--- src/rtl/bba_pkg.sv ---
`timescale 1ns / 1ps
// bba_pkg: types, constants and elaboration helpers for the buddy block allocator
// depends on nothing; used by the top level and bba_map_store by scoped names

package bba_pkg;

    localparam int ORDER_W  = 4;
    localparam int COUNT_W  = 11;
    localparam int ROW_LG   = 6;
    localparam int ROW_BITS = 1 << ROW_LG;

    typedef enum logic [3:0] {
        ST_IDLE,
        ST_DECODE,
        ST_CNT,
        ST_SCAN_RD,
        ST_SCAN_CHK,
        ST_SPLIT_RD,
        ST_SPLIT_WR,
        ST_FREE_RD,
        ST_FREE_CHK,
        ST_DONE
    } state_t;

    typedef enum logic [1:0] {
        CNT_HOLD,
        CNT_INC,
        CNT_DEC
    } cnt_op_t;

    // map rows that hold the blocks of one order
    function automatic int rows_at(int top_ord, int o);
        if (top_ord - o >= ROW_LG) begin
            return 1 << (top_ord - o - ROW_LG);
        end
        return 1;
    endfunction

    // first map row of one order
    function automatic int row_base(int top_ord, int o);
        int b;
        b = 0;
        for (int i = 0; i < o; i++) begin
            b += rows_at(top_ord, i);
        end
        return b;
    endfunction

    // index of the lowest set bit of a map row
    function automatic logic [ROW_LG-1:0] lowest_bit(logic [ROW_BITS-1:0] w);
        logic [ROW_BITS-1:0] iso;
        logic [ROW_LG-1:0]   idx;
        iso = w & (~w + ROW_BITS'(1));
        idx = '0;
        for (int i = 0; i < ROW_BITS; i++) begin
            if (iso[i]) begin
                idx = idx | ROW_LG'(i);
            end
        end
        return idx;
    endfunction

endpackage

--- src/rtl/buddy_block_allocator.sv ---
`timescale 1ns / 1ps
// buddy_block_allocator: top level, sequencer, free counts and result register
// depends on bba_pkg and bba_map_store
//
// usage:
//   s_ channel takes one request word: s_mode 0 allocates a block of 2^s_order
//   units, s_mode 1 frees the block at s_block_address of that order.
//   m_ channel returns one word per request: m_granted_address and m_status
//   (1 = out of memory on allocate).
//   the free bitmap lives in a 64-bit wide row store; one read-modify-write
//   unit and one count adder are stepped by the sequencer, so a request is
//   worked in steps and s_ready is low meanwhile.
//   allocate steps: decode, a count check per order, a read and a check per row
//   scanned, a read and a write per split level; free: decode, then a read and a
//   check per merge level; an order above the top goes straight to the result.
//   the result sits in an output register; the next request is taken while
//   it waits, and a stalled m_ready holds the word and then the sequencer.
//   after reset only the single top-order block is free; no clearing pass.

module buddy_block_allocator #(
    parameter int MAX_ORDER = 10
) (
    input  logic                         aclk,
    input  logic                         aresetn,
    input  logic                         s_valid,
    output logic                         s_ready,
    input  logic                         s_mode,
    input  logic [bba_pkg::ORDER_W-1:0]  s_order,
    input  logic [MAX_ORDER-1:0]         s_block_address,
    output logic                         m_valid,
    input  logic                         m_ready,
    output logic [MAX_ORDER-1:0]         m_granted_address,
    output logic                         m_status
);

    localparam int ORDERS   = MAX_ORDER + 1;
    localparam int OW       = $clog2(MAX_ORDER + 2);
    localparam int CIW      = $clog2(ORDERS);
    localparam int TOT_ROWS = bba_pkg::row_base(MAX_ORDER, ORDERS);
    localparam int RAW      = $clog2(TOT_ROWS);
    localparam int TOP_ROW  = bba_pkg::row_base(MAX_ORDER, MAX_ORDER);
    localparam int SXW      = MAX_ORDER + bba_pkg::ROW_LG;
    localparam int RB       = bba_pkg::ROW_BITS;
    localparam int RL       = bba_pkg::ROW_LG;

    logic [RAW-1:0] base_lut [ORDERS];
    logic [RAW-1:0] rows_lut [ORDERS];

    for (genvar g = 0; g < ORDERS; g++) begin : g_lut
        assign base_lut[g] = RAW'(bba_pkg::row_base(MAX_ORDER, g));
        assign rows_lut[g] = RAW'(bba_pkg::rows_at(MAX_ORDER, g));
    end

    bba_pkg::state_t              state_reg, state_next;
    logic                         mode_reg, mode_next;
    logic [bba_pkg::ORDER_W-1:0]  ord_reg, ord_next;
    logic [MAX_ORDER-1:0]         addr_reg, addr_next;
    logic [OW-1:0]                o_reg, o_next;
    logic [MAX_ORDER-1:0]         seg_reg, seg_next;
    logic [RAW-1:0]               k_reg, k_next;
    logic                         fail_reg, fail_next;
    logic [bba_pkg::COUNT_W-1:0]  cnt_reg [ORDERS];
    logic                         m_valid_reg, m_valid_next;
    logic [MAX_ORDER-1:0]         m_addr_reg, m_addr_next;
    logic                         m_status_reg, m_status_next;

    logic [CIW-1:0]               cidx, cidx_dn;
    logic [OW-1:0]                o_dn;
    logic [MAX_ORDER-1:0]         seg_dn;
    logic [SXW-1:0]               segx_cur, segx_dn, seg_fx;
    logic [RAW-1:0]               cur_row, dn_row, scan_row;
    logic [RL-1:0]                lo_cur;
    logic [RL-1:0]                ffs_idx;
    logic [MAX_ORDER-1:0]         seg_found;
    logic                         order_bad;
    logic                         out_free;
    logic                         buddy_free;

    logic [RAW-1:0]               rd_addr;
    logic [RB-1:0]                rd_data;
    logic                         wr_en;
    logic [RB-1:0]                wr_data;
    bba_pkg::cnt_op_t             cnt_op;

    assign cidx      = o_reg[CIW-1:0];
    assign o_dn      = o_reg - OW'(1);
    assign cidx_dn   = o_dn[CIW-1:0];
    assign seg_dn    = seg_reg << 1;
    assign segx_cur  = SXW'(seg_reg);
    assign segx_dn   = SXW'(seg_dn);
    assign lo_cur    = segx_cur[RL-1:0];
    assign cur_row   = base_lut[cidx] + RAW'(segx_cur >> RL);
    assign dn_row    = base_lut[cidx_dn] + RAW'(segx_dn >> RL);
    assign scan_row  = base_lut[cidx] + k_reg;
    assign ffs_idx   = bba_pkg::lowest_bit(rd_data);
    assign seg_fx    = (SXW'(k_reg) << RL) | SXW'(ffs_idx);
    assign seg_found = seg_fx[MAX_ORDER-1:0];
    assign order_bad = (int'(ord_reg) > MAX_ORDER);
    assign out_free  = !m_valid_reg || m_ready;
    assign buddy_free = (int'(o_reg) < MAX_ORDER) && rd_data[lo_cur ^ RL'(1)];

    bba_map_store #(
        .ROWS    (TOT_ROWS),
        .RAW     (RAW),
        .TOP_ROW (TOP_ROW)
    ) u_map (
        .aclk    (aclk),
        .aresetn (aresetn),
        .rd_addr (rd_addr),
        .rd_data (rd_data),
        .wr_en   (wr_en),
        .wr_addr ((state_reg == bba_pkg::ST_SCAN_CHK) ? scan_row : cur_row),
        .wr_data (wr_data)
    );

    // next state
    always_comb begin
        state_next = state_reg;
        unique case (state_reg)
            bba_pkg::ST_IDLE: begin
                if (s_valid) begin
                    state_next = bba_pkg::ST_DECODE;
                end
            end
            bba_pkg::ST_DECODE: begin
                if (order_bad) begin
                    state_next = bba_pkg::ST_DONE;
                end else if (mode_reg) begin
                    state_next = bba_pkg::ST_FREE_RD;
                end else begin
                    state_next = bba_pkg::ST_CNT;
                end
            end
            bba_pkg::ST_CNT: begin
                if (int'(o_reg) > MAX_ORDER) begin
                    state_next = bba_pkg::ST_DONE;
                end else if (cnt_reg[cidx] != '0) begin
                    state_next = bba_pkg::ST_SCAN_RD;
                end
            end
            bba_pkg::ST_SCAN_RD: state_next = bba_pkg::ST_SCAN_CHK;
            bba_pkg::ST_SCAN_CHK: begin
                if (rd_data != '0) begin
                    state_next = (o_reg > OW'(ord_reg)) ? bba_pkg::ST_SPLIT_RD
                                                        : bba_pkg::ST_DONE;
                end else if (k_reg + RAW'(1) == rows_lut[cidx]) begin
                    state_next = bba_pkg::ST_DONE;
                end else begin
                    state_next = bba_pkg::ST_SCAN_RD;
                end
            end
            bba_pkg::ST_SPLIT_RD: state_next = bba_pkg::ST_SPLIT_WR;
            bba_pkg::ST_SPLIT_WR: begin
                state_next = (o_reg > OW'(ord_reg)) ? bba_pkg::ST_SPLIT_RD
                                                    : bba_pkg::ST_DONE;
            end
            bba_pkg::ST_FREE_RD: state_next = bba_pkg::ST_FREE_CHK;
            bba_pkg::ST_FREE_CHK: begin
                state_next = buddy_free ? bba_pkg::ST_FREE_RD : bba_pkg::ST_DONE;
            end
            bba_pkg::ST_DONE: begin
                if (out_free) begin
                    state_next = bba_pkg::ST_IDLE;
                end
            end
            default: state_next = bba_pkg::ST_IDLE;
        endcase
    end

    // datapath and outputs
    always_comb begin
        mode_next     = mode_reg;
        ord_next      = ord_reg;
        addr_next     = addr_reg;
        o_next        = o_reg;
        seg_next      = seg_reg;
        k_next        = k_reg;
        fail_next     = fail_reg;
        m_valid_next  = m_valid_reg;
        m_addr_next   = m_addr_reg;
        m_status_next = m_status_reg;
        rd_addr       = cur_row;
        wr_en         = 1'b0;
        wr_data       = rd_data;
        cnt_op        = bba_pkg::CNT_HOLD;
        if (m_valid_reg && m_ready) begin
            m_valid_next = 1'b0;
        end
        unique case (state_reg)
            bba_pkg::ST_IDLE: begin
                if (s_valid) begin
                    mode_next = s_mode;
                    ord_next  = s_order;
                    addr_next = s_block_address;
                    fail_next = 1'b0;
                end
            end
            bba_pkg::ST_DECODE: begin
                o_next   = OW'(ord_reg);
                seg_next = addr_reg >> ord_reg;
                k_next   = '0;
                fail_next = order_bad && !mode_reg;
            end
            bba_pkg::ST_CNT: begin
                if (int'(o_reg) > MAX_ORDER) begin
                    fail_next = 1'b1;
                end else if (cnt_reg[cidx] == '0) begin
                    o_next = o_reg + OW'(1);
                end
            end
            bba_pkg::ST_SCAN_RD: begin
                rd_addr = scan_row;
            end
            bba_pkg::ST_SCAN_CHK: begin
                if (rd_data != '0) begin
                    seg_next = seg_found;
                    wr_en    = 1'b1;
                    wr_data  = rd_data & ~(RB'(1) << ffs_idx);
                    cnt_op   = bba_pkg::CNT_DEC;
                end else if (k_reg + RAW'(1) == rows_lut[cidx]) begin
                    fail_next = 1'b1;
                end else begin
                    k_next = k_reg + RAW'(1);
                end
            end
            bba_pkg::ST_SPLIT_RD: begin
                rd_addr  = dn_row;
                o_next   = o_dn;
                seg_next = seg_dn;
            end
            bba_pkg::ST_SPLIT_WR: begin
                wr_en   = 1'b1;
                wr_data = rd_data | (RB'(1) << (lo_cur ^ RL'(1)));
                cnt_op  = bba_pkg::CNT_INC;
            end
            bba_pkg::ST_FREE_RD: begin
                rd_addr = cur_row;
            end
            bba_pkg::ST_FREE_CHK: begin
                wr_en = 1'b1;
                if (buddy_free) begin
                    wr_data  = rd_data & ~(RB'(1) << (lo_cur ^ RL'(1)));
                    cnt_op   = bba_pkg::CNT_DEC;
                    seg_next = seg_reg >> 1;
                    o_next   = o_reg + OW'(1);
                end else begin
                    wr_data = rd_data | (RB'(1) << lo_cur);
                    cnt_op  = bba_pkg::CNT_INC;
                end
            end
            bba_pkg::ST_DONE: begin
                if (out_free) begin
                    m_valid_next  = 1'b1;
                    m_status_next = fail_reg;
                    m_addr_next   = (fail_reg || mode_reg) ? '0 : (seg_reg << ord_reg);
                end
            end
            default: begin
                rd_addr = cur_row;
            end
        endcase
    end

    always_ff @(posedge aclk) begin
        if (!aresetn) begin
            state_reg   <= bba_pkg::ST_IDLE;
            m_valid_reg <= 1'b0;
            for (int i = 0; i < ORDERS; i++) begin
                cnt_reg[i] <= (i == MAX_ORDER) ? bba_pkg::COUNT_W'(1) : '0;
            end
        end else begin
            state_reg   <= state_next;
            m_valid_reg <= m_valid_next;
            unique case (cnt_op)
                bba_pkg::CNT_INC: cnt_reg[cidx] <= cnt_reg[cidx] + bba_pkg::COUNT_W'(1);
                bba_pkg::CNT_DEC: cnt_reg[cidx] <= cnt_reg[cidx] - bba_pkg::COUNT_W'(1);
                default: begin
                end
            endcase
        end
    end

    always_ff @(posedge aclk) begin
        mode_reg     <= mode_next;
        ord_reg      <= ord_next;
        addr_reg     <= addr_next;
        o_reg        <= o_next;
        seg_reg      <= seg_next;
        k_reg        <= k_next;
        fail_reg     <= fail_next;
        m_addr_reg   <= m_addr_next;
        m_status_reg <= m_status_next;
    end

    assign s_ready           = (state_reg == bba_pkg::ST_IDLE);
    assign m_valid           = m_valid_reg;
    assign m_granted_address = m_addr_reg;
    assign m_status          = m_status_reg;

endmodule

--- src/rtl/bba_map_store.sv ---
`timescale 1ns / 1ps
// bba_map_store: free bitmap rows, one write and one registered read per cycle
// per-row valid bits stand in for the reset contents; uses bba_pkg

module bba_map_store #(
    parameter int ROWS    = 37,
    parameter int RAW     = 6,
    parameter int TOP_ROW = 36
) (
    input  logic                          aclk,
    input  logic                          aresetn,
    input  logic [RAW-1:0]                rd_addr,
    output logic [bba_pkg::ROW_BITS-1:0]  rd_data,
    input  logic                          wr_en,
    input  logic [RAW-1:0]                wr_addr,
    input  logic [bba_pkg::ROW_BITS-1:0]  wr_data
);

    logic [bba_pkg::ROW_BITS-1:0] mem [ROWS];
    logic [ROWS-1:0]              vld_reg;
    logic [bba_pkg::ROW_BITS-1:0] q_reg;
    logic                         qv_reg;
    logic                         qt_reg;

    always_ff @(posedge aclk) begin
        if (wr_en) begin
            mem[wr_addr] <= wr_data;
        end
        q_reg  <= mem[rd_addr];
        qt_reg <= (rd_addr == RAW'(TOP_ROW));
    end

    always_ff @(posedge aclk) begin
        if (!aresetn) begin
            vld_reg <= '0;
            qv_reg  <= 1'b0;
        end else begin
            if (wr_en) begin
                vld_reg[wr_addr] <= 1'b1;
            end
            qv_reg <= vld_reg[rd_addr];
        end
    end

    // unwritten rows read as reset contents: only the top block free
    assign rd_data = qv_reg ? q_reg
                   : (qt_reg ? bba_pkg::ROW_BITS'(1) : '0);

endmodule

--- config.mk ---
export PLATFORM = sky130hd
export DESIGN_NAME = buddy_block_allocator
export DESIGN_NICKNAME = d
export VERILOG_FILES = /design/src/rtl/bba_pkg.sv /design/src/rtl/buddy_block_allocator.sv /design/src/rtl/bba_map_store.sv
export SDC_FILE = /design/constraint.sdc
export NUM_CORES = 2
export LEC_CHECK = 0
export BUFFER_PORTS_ARGS = -buffer_cell sky130_fd_sc_hd__buf_2
export CORE_ASPECT_RATIO = 0.9
export CORE_MARGIN = 8
export CORE_UTILIZATION = 25
export DETAILED_ROUTE_END_ITERATION = 8
export PLACE_DENSITY = 0.46
export SYNTH_ARGS = -nofsm -noshare
export SYNTH_HDL_FRONTEND = slang
export SYNTH_HIERARCHICAL = 1
export SYNTH_SLANG_ARGS = --single-unit
export TNS_END_PERCENT = 100
--- constraint.sdc ---
create_clock -name aclk -period 8.53 [get_ports aclk]
set_input_delay 1.706 -clock aclk [delete_from_list [all_inputs] [get_ports aclk]]
set_output_delay 1.706 -clock aclk [all_outputs]
set_load 0.02 [all_outputs]
[Word-level counts from Yosys, hierarchy flattened]
Memory sizes are Yosys's and may differ from the RTL's. A register that Yosys moved wholly into a read port is not among the register bits.
Index checks and enable logic that the tools add are counted.
Word-level totals
  memories: 5
  ROM bits: 288
  input port bits: 19
  bits in writable memories: 2489
  bits in registers: 91
  output and inout bits: 13
Operators by class
  reduce and logical (&&, ||, !) cells: 25
  shifts and indexed selects: 5
  $add $sub $neg: 9
  order comparisons: 10
  bitwise gates (word level): 14
  eq/ne operators: 25
  multiplexer cells: 174
Memory list
  u_map.mem: words 37, width 64, rd ports 1, clocked after memory_dff 1, write ports 1, line bba_map_store.sv:19  | logic [bba_pkg::ROW_BITS-1:0] mem [ROWS];
  cnt_reg: words 11, width 11, rd ports 1, clocked after memory_dff 1, write ports 11, line buddy_block_allocator.sv:62  | logic [bba_pkg::COUNT_W-1:0] cnt_reg [ORDERS];
  (name not given): words 16, width 6, rd ports 1, clocked after memory_dff 0, write ports 0, line buddy_block_allocator.sv:220  | end else if (k_reg + RAW'(1) == rows_lut[cidx]) begin
  (name not given): words 16, width 6, rd ports 1, clocked after memory_dff 0, write ports 0, line buddy_block_allocator.sv:94  | assign scan_row = base_lut[cidx] + k_reg;
  (name not given): words 16, width 6, rd ports 1, clocked after memory_dff 0, write ports 0, line buddy_block_allocator.sv:93  | assign dn_row = base_lut[cidx_dn] + RAW'(segx_dn >> RL);
Operators with widths (number)
  two-way mux 64 bit: 5
  two-way mux 6 bit: 44
  AND 64 bit: 3
  NOT 64 bit: 3
  one-hot mux 64 bit (3 select lines): 1
  left shift 1 x 6 -> 64 bit (first input constant): 3
  two-way mux 4 bit: 39
  bitwise OR 64 bit: 2
  two-way mux 10 bit: 9
  two-way mux 5 bit: 16
  two-way mux 37 bit: 2
  adder 64 x 1 -> 64 bit (second input constant): 1
  nonzero test 64 bit: 1
  one-hot mux 10 bit (4 select lines): 1
  one-hot mux 4 bit (10 select lines): 1
  bitwise OR 37 bit: 1
  two-way mux 1 bit: 34
  one-hot mux 6 bit (2 select lines): 2
  two-way mux 11 bit: 2
  less-than comparator 6 x 7 -> 1 bit (second input constant): 3
  equality test 4 x 3 -> 1 bit (second input constant): 4
  != test 2 bit (second input constant): 8
  one-hot mux 4 bit (4 select lines): 1
  two-way mux 3 bit: 5
  47 further kinds: 71

[Logic depth before layout (Yosys ltp)]
  word-level depth: 74
  depth in mapped cells: 23

[Cells and area by module]
Netlist, hierarchy kept.
Modules (own cells, without submodules)
  bba_map_store: area each 93693.6 µm², instances 1, cells an instance 3973
  buddy_block_allocator: area each 16980.0 µm², instances 1, cells an instance 1816

[Worst setup path after synthesis]
OpenSTA, ideal clock, no wires.
  path type: register to register
  from: reg o_reg[1], in the netlist cidx[1]
  to: mem u_map/mem[9][0] in the netlist's numbering, enable pin
  setup slack: 582 ps
  buffers on the path: 1
  library setup time: 567 ps
  stages on the path, launching flop included: 15
  data arrival time: 7382 ps
  data required time: 7963 ps
  clock period less this slack: 7948 ps
  cell sequence: edfxtp_1 > clkbuf_1 > inv_1 > ha_1 > a22o_1 > ha_1 > fa_1 > a21o_1 > a21oi_1 > xnor2_1 > nand2_1 > o21ai_0 > nor2_1 > nand4_1 > nor3_1
Between the ends
  word-level cells in the longest chain between the ends: 6
  elaborated cells on any way between the ends: 7
  those cells by class: 2 x add/sub; 3 x mux; 1 x bitwise; 1 x memory
RTL lines
  from (decl): line buddy_block_allocator.sv:58  | logic [OW-1:0] o_reg, o_next;
  from (signal assigned): line buddy_block_allocator.sv:287  | o_reg <= o_next;
  NOT 4 -> 5 bit (implied by the code) *: line buddy_block_allocator.sv:92, buddy_block_allocator.sv:94
  memory read (16 x 6 bit) *
  two-way mux 6 bit (implied by the code) * (2 in a row): line buddy_block_allocator.sv:94
  adder 6 x 4 -> 6 bit or adder 6 bit (tied branches): line buddy_block_allocator.sv:92, buddy_block_allocator.sv:94
  two-way mux 6 bit *: line buddy_block_allocator.sv:112  | .wr_addr ((state_reg == bba_pkg::ST_SCAN_CHK) ? scan_row : cur_row),
  to (decl): line bba_map_store.sv:19
Every way passes the cells marked *; elsewhere a longest branch is shown, timed or not. The select of a mux whose other input is x is not followed.

==> flow_summary.ini <==
[run_status]
outcome = finished with violations
violations = design-rule violations

[sta]
fin_tns_setup_ns = 0
rsz0062_at_grt = no
setup_viol = 0
max_slew_margin_pct = 3.858
hold_viol_final = 0
min_period_ns = 6.885
worstMarginPinSlew_ns = 1.442
fin_skew_ns = 0.07855
fin_hold_ws_ns = 0.4599
fin_crit_sh_pct = 80.71
slew_viol_final = 0
fmax_mhz = 145.3

[clock_network]
cts_made_buffers = 296
post_cts_buffers = 0
ctsResizeCount = 0
cts_tree = yes
cts_root_buf = clkbuf_16
cts.clk_slew.worst_paths_ns = 0.06
insertion_delay_ns = 0.89
cts_sinks = 2703
ctsHoldBuffers = 0
htree_num_levels = 5
cts_buffer_depth = 4

[critical_path]
endpoint = cnt_reg[12][10]
critPathCaptureType = register
reg2reg_from = u_map/qv_reg
slowest_delay_ns = 0.70
worstPathCellList = mux2_2 > mux4_2 > mux4_2 > a32oi_2 > and3_1 > nor2_1 > nor2_2 > nor3_1 > buf_4 > fa_1 > a21o_1 > a21oi_1 > o21ai_0 > o41ai_1 > o21ai_0 > xor2_1 > mux2i_1 > nand2_1 > inv_1
reg2reg_to = cnt_reg[12][10]
crit_path_start_kind = register
crit_slowest_cell = dfxtp_2
arrival_ns = 7.55
r2r_cells = 19
worstPathMaxFanout = 31
startpoint = u_map/qv_reg
required_ns = 9.20
reg2reg_slack_ns = 1.65
crit_type = register to register

[drt]
routed_via_density = 4.827
drc = 2
via_count = 58290
wirelength_um = 335900
ant_nets = 0
drt-wirelength-per-cell_um = 27.81
drtPass1Iterations = 8
drt_iter0_drc = 5637

[floorplanning]
core_mm2 = 0.4424
dieHeight_um = 647.2
initial_core_util_pct = 25.02
dieArea_mm2 = 0.4643
chipWidth_um = 717.3
fp-row-count = 232
pin_count = 32

[global_routing]
grt_pass1_wl_um = 472200
grt_max_degree = 101
grt_pass1_vias = 59580
grtUsageTotal_pct = 14.04
antenna_found_initial = 13
grt_use_met2_pct = 22.16
overflow = 0
busiest_layer = met2
grt_util_met1_pct = 20.00
gr-usage-met3_pct = 2.061

[synthesis]
ys_ff_latch = 2703
seq_area_frac_synth_pct = 72.23
synthArstFlopShare_pct = 0
synth.most_common_cell = edfxtp_1
synth_warnings = 6
synth_cells = 5789
synthTopCellsByCount = edfxtp_1, mux4_2, nor2_1, mux2i_1, mux2_2
synth_top_area_share_pct = 70.00
synth_nets = 5852
synth-edff-count = 2580
syn_area_mm2 = 0.1107
ys_types = 92
syn_area_per_cell_um2 = 19.12
synth_area_leaders = edfxtp_1, mux4_2, dfxtp_1
synth-main-ff-cell = edfxtp_1
synth_top_area_cell = edfxtp_1

[placed_design]
place_hpwl_um = 200400
port_buffers = 31
gp_congestion = 0.9099

[flow_run]
drv_cap = 0

[final_layout]
final_layout_size_suffix_gt1_share_pct = 26.70
largest_reg_flops = 2368
fin_nets = 6052
syn_to_final_growth_pct = 16.00

[worst_hold_path]
worstHoldPathType = register to register
min_from = u_map/vld_reg[20]
-- routing by layer --
metal  up-vias  part of all wire, %
li1      24250                    -
met1     31810                   46
met2      1759                   46
met3       474                  4.9
met4         2                  3.2
met5         -               0.0027
-- cell usage in the layout, fill, tap and decap left out, types with 12 or more instances in the layout --
master     instances
a21o_1            15
o211ai_1          18
inv_6             12
mux2i_1          215
edfxtp_1        2580
o21a_1            52
a31oi_1           31
xor2_1            15
buf_12            28
nand3_1           57
o21ai_0          108
nor4_1            17
clkbuf_16        302
nand2b_1          19
nand4_1           17
clkbuf_1          82
o22ai_1           75
nor3_1            65
dfxtp_1          120
a22oi_1           13
clkinv_2          39
inv_1             47
and2_1            72
clkinv_1          49
a211oi_1          18
a21oi_1          121
mux2_2           198
ha_1              40
buf_2             31
nor2b_1           34
o221ai_1          12
a221oi_1          69
bufinv_16         15
buf_4            203
xnor2_1           13
nor2_4            39
nor2_1           292
mux4_2           663
nand2_1          176
or2_2             12
-- stage by stage --
stage               area, um^2  instances  setup WS (ns)  util [%]
detailed placement      119200      11540          1.818     26.93
floorplan               110700       5789         0.5817         -
finish                  128400      12080          1.645     29.02
global placement        119200      11540          1.740     26.93
global route            128400      12070          1.308     29.02
CTS                     128400      12070          1.788     29.01
-- critical path: cells and delay by family (launching register included) --
kind / cells / cell delay (ns)
multiplexers: 4 / 1.89
AO/OA/AOI/OAI: 6 / 1.85
AND/OR/NAND/NOR: 5 / 1.08
flip-flops: 1 / 0.70
adder cells (fa/ha/maj): 1 / 0.46
buffers and inverters: 2 / 0.46
XOR/XNOR: 1 / 0.23
-- cell type report --
type | instances | area, um^2
fillers | 43530 | 314000
flip-flops and latches | 2703 | 79940
multi-input cells | 2676 | 29470
clock buffers | 396 | 8011
well taps | 5850 | 7320
repair buffers | 263 | 2255
clock inverters | 134 | 1187
inverters | 49 | 183.9
diodes | 5 | 12.51
-- cell families after synthesis --
| group | after synthesis | synth area share (%) |
|---|---|---|
| compound gates | 654 | 3.973 |
| xor+xnor | 28 | 0.2216 |
| fa+ha+maj | 44 | 0.5246 |
| buf+inv | 410 | 1.830 |
| flops | 2703 | 72.23 |
| mux | 1077 | 17.46 |
| simple gates | 873 | 3.762 |
-- worst min path at each step --
stage	to	slack, ns	cells after the start
CTS	u_map/vld_reg[20]	0.46	1
finish	u_map/vld_reg[20]	0.46	1
global placement	u_map/vld_reg[2]	0.44	1
floorplan	u_map/vld_reg[10]	0.44	1
global route	u_map/vld_reg[22]	0.47	1
detailed placement	u_map/vld_reg[20]	0.45	1
Power is left out: the tool's default activity adds up to more than one toggle a clock period on the data nets, which glitch-free logic cannot reach.
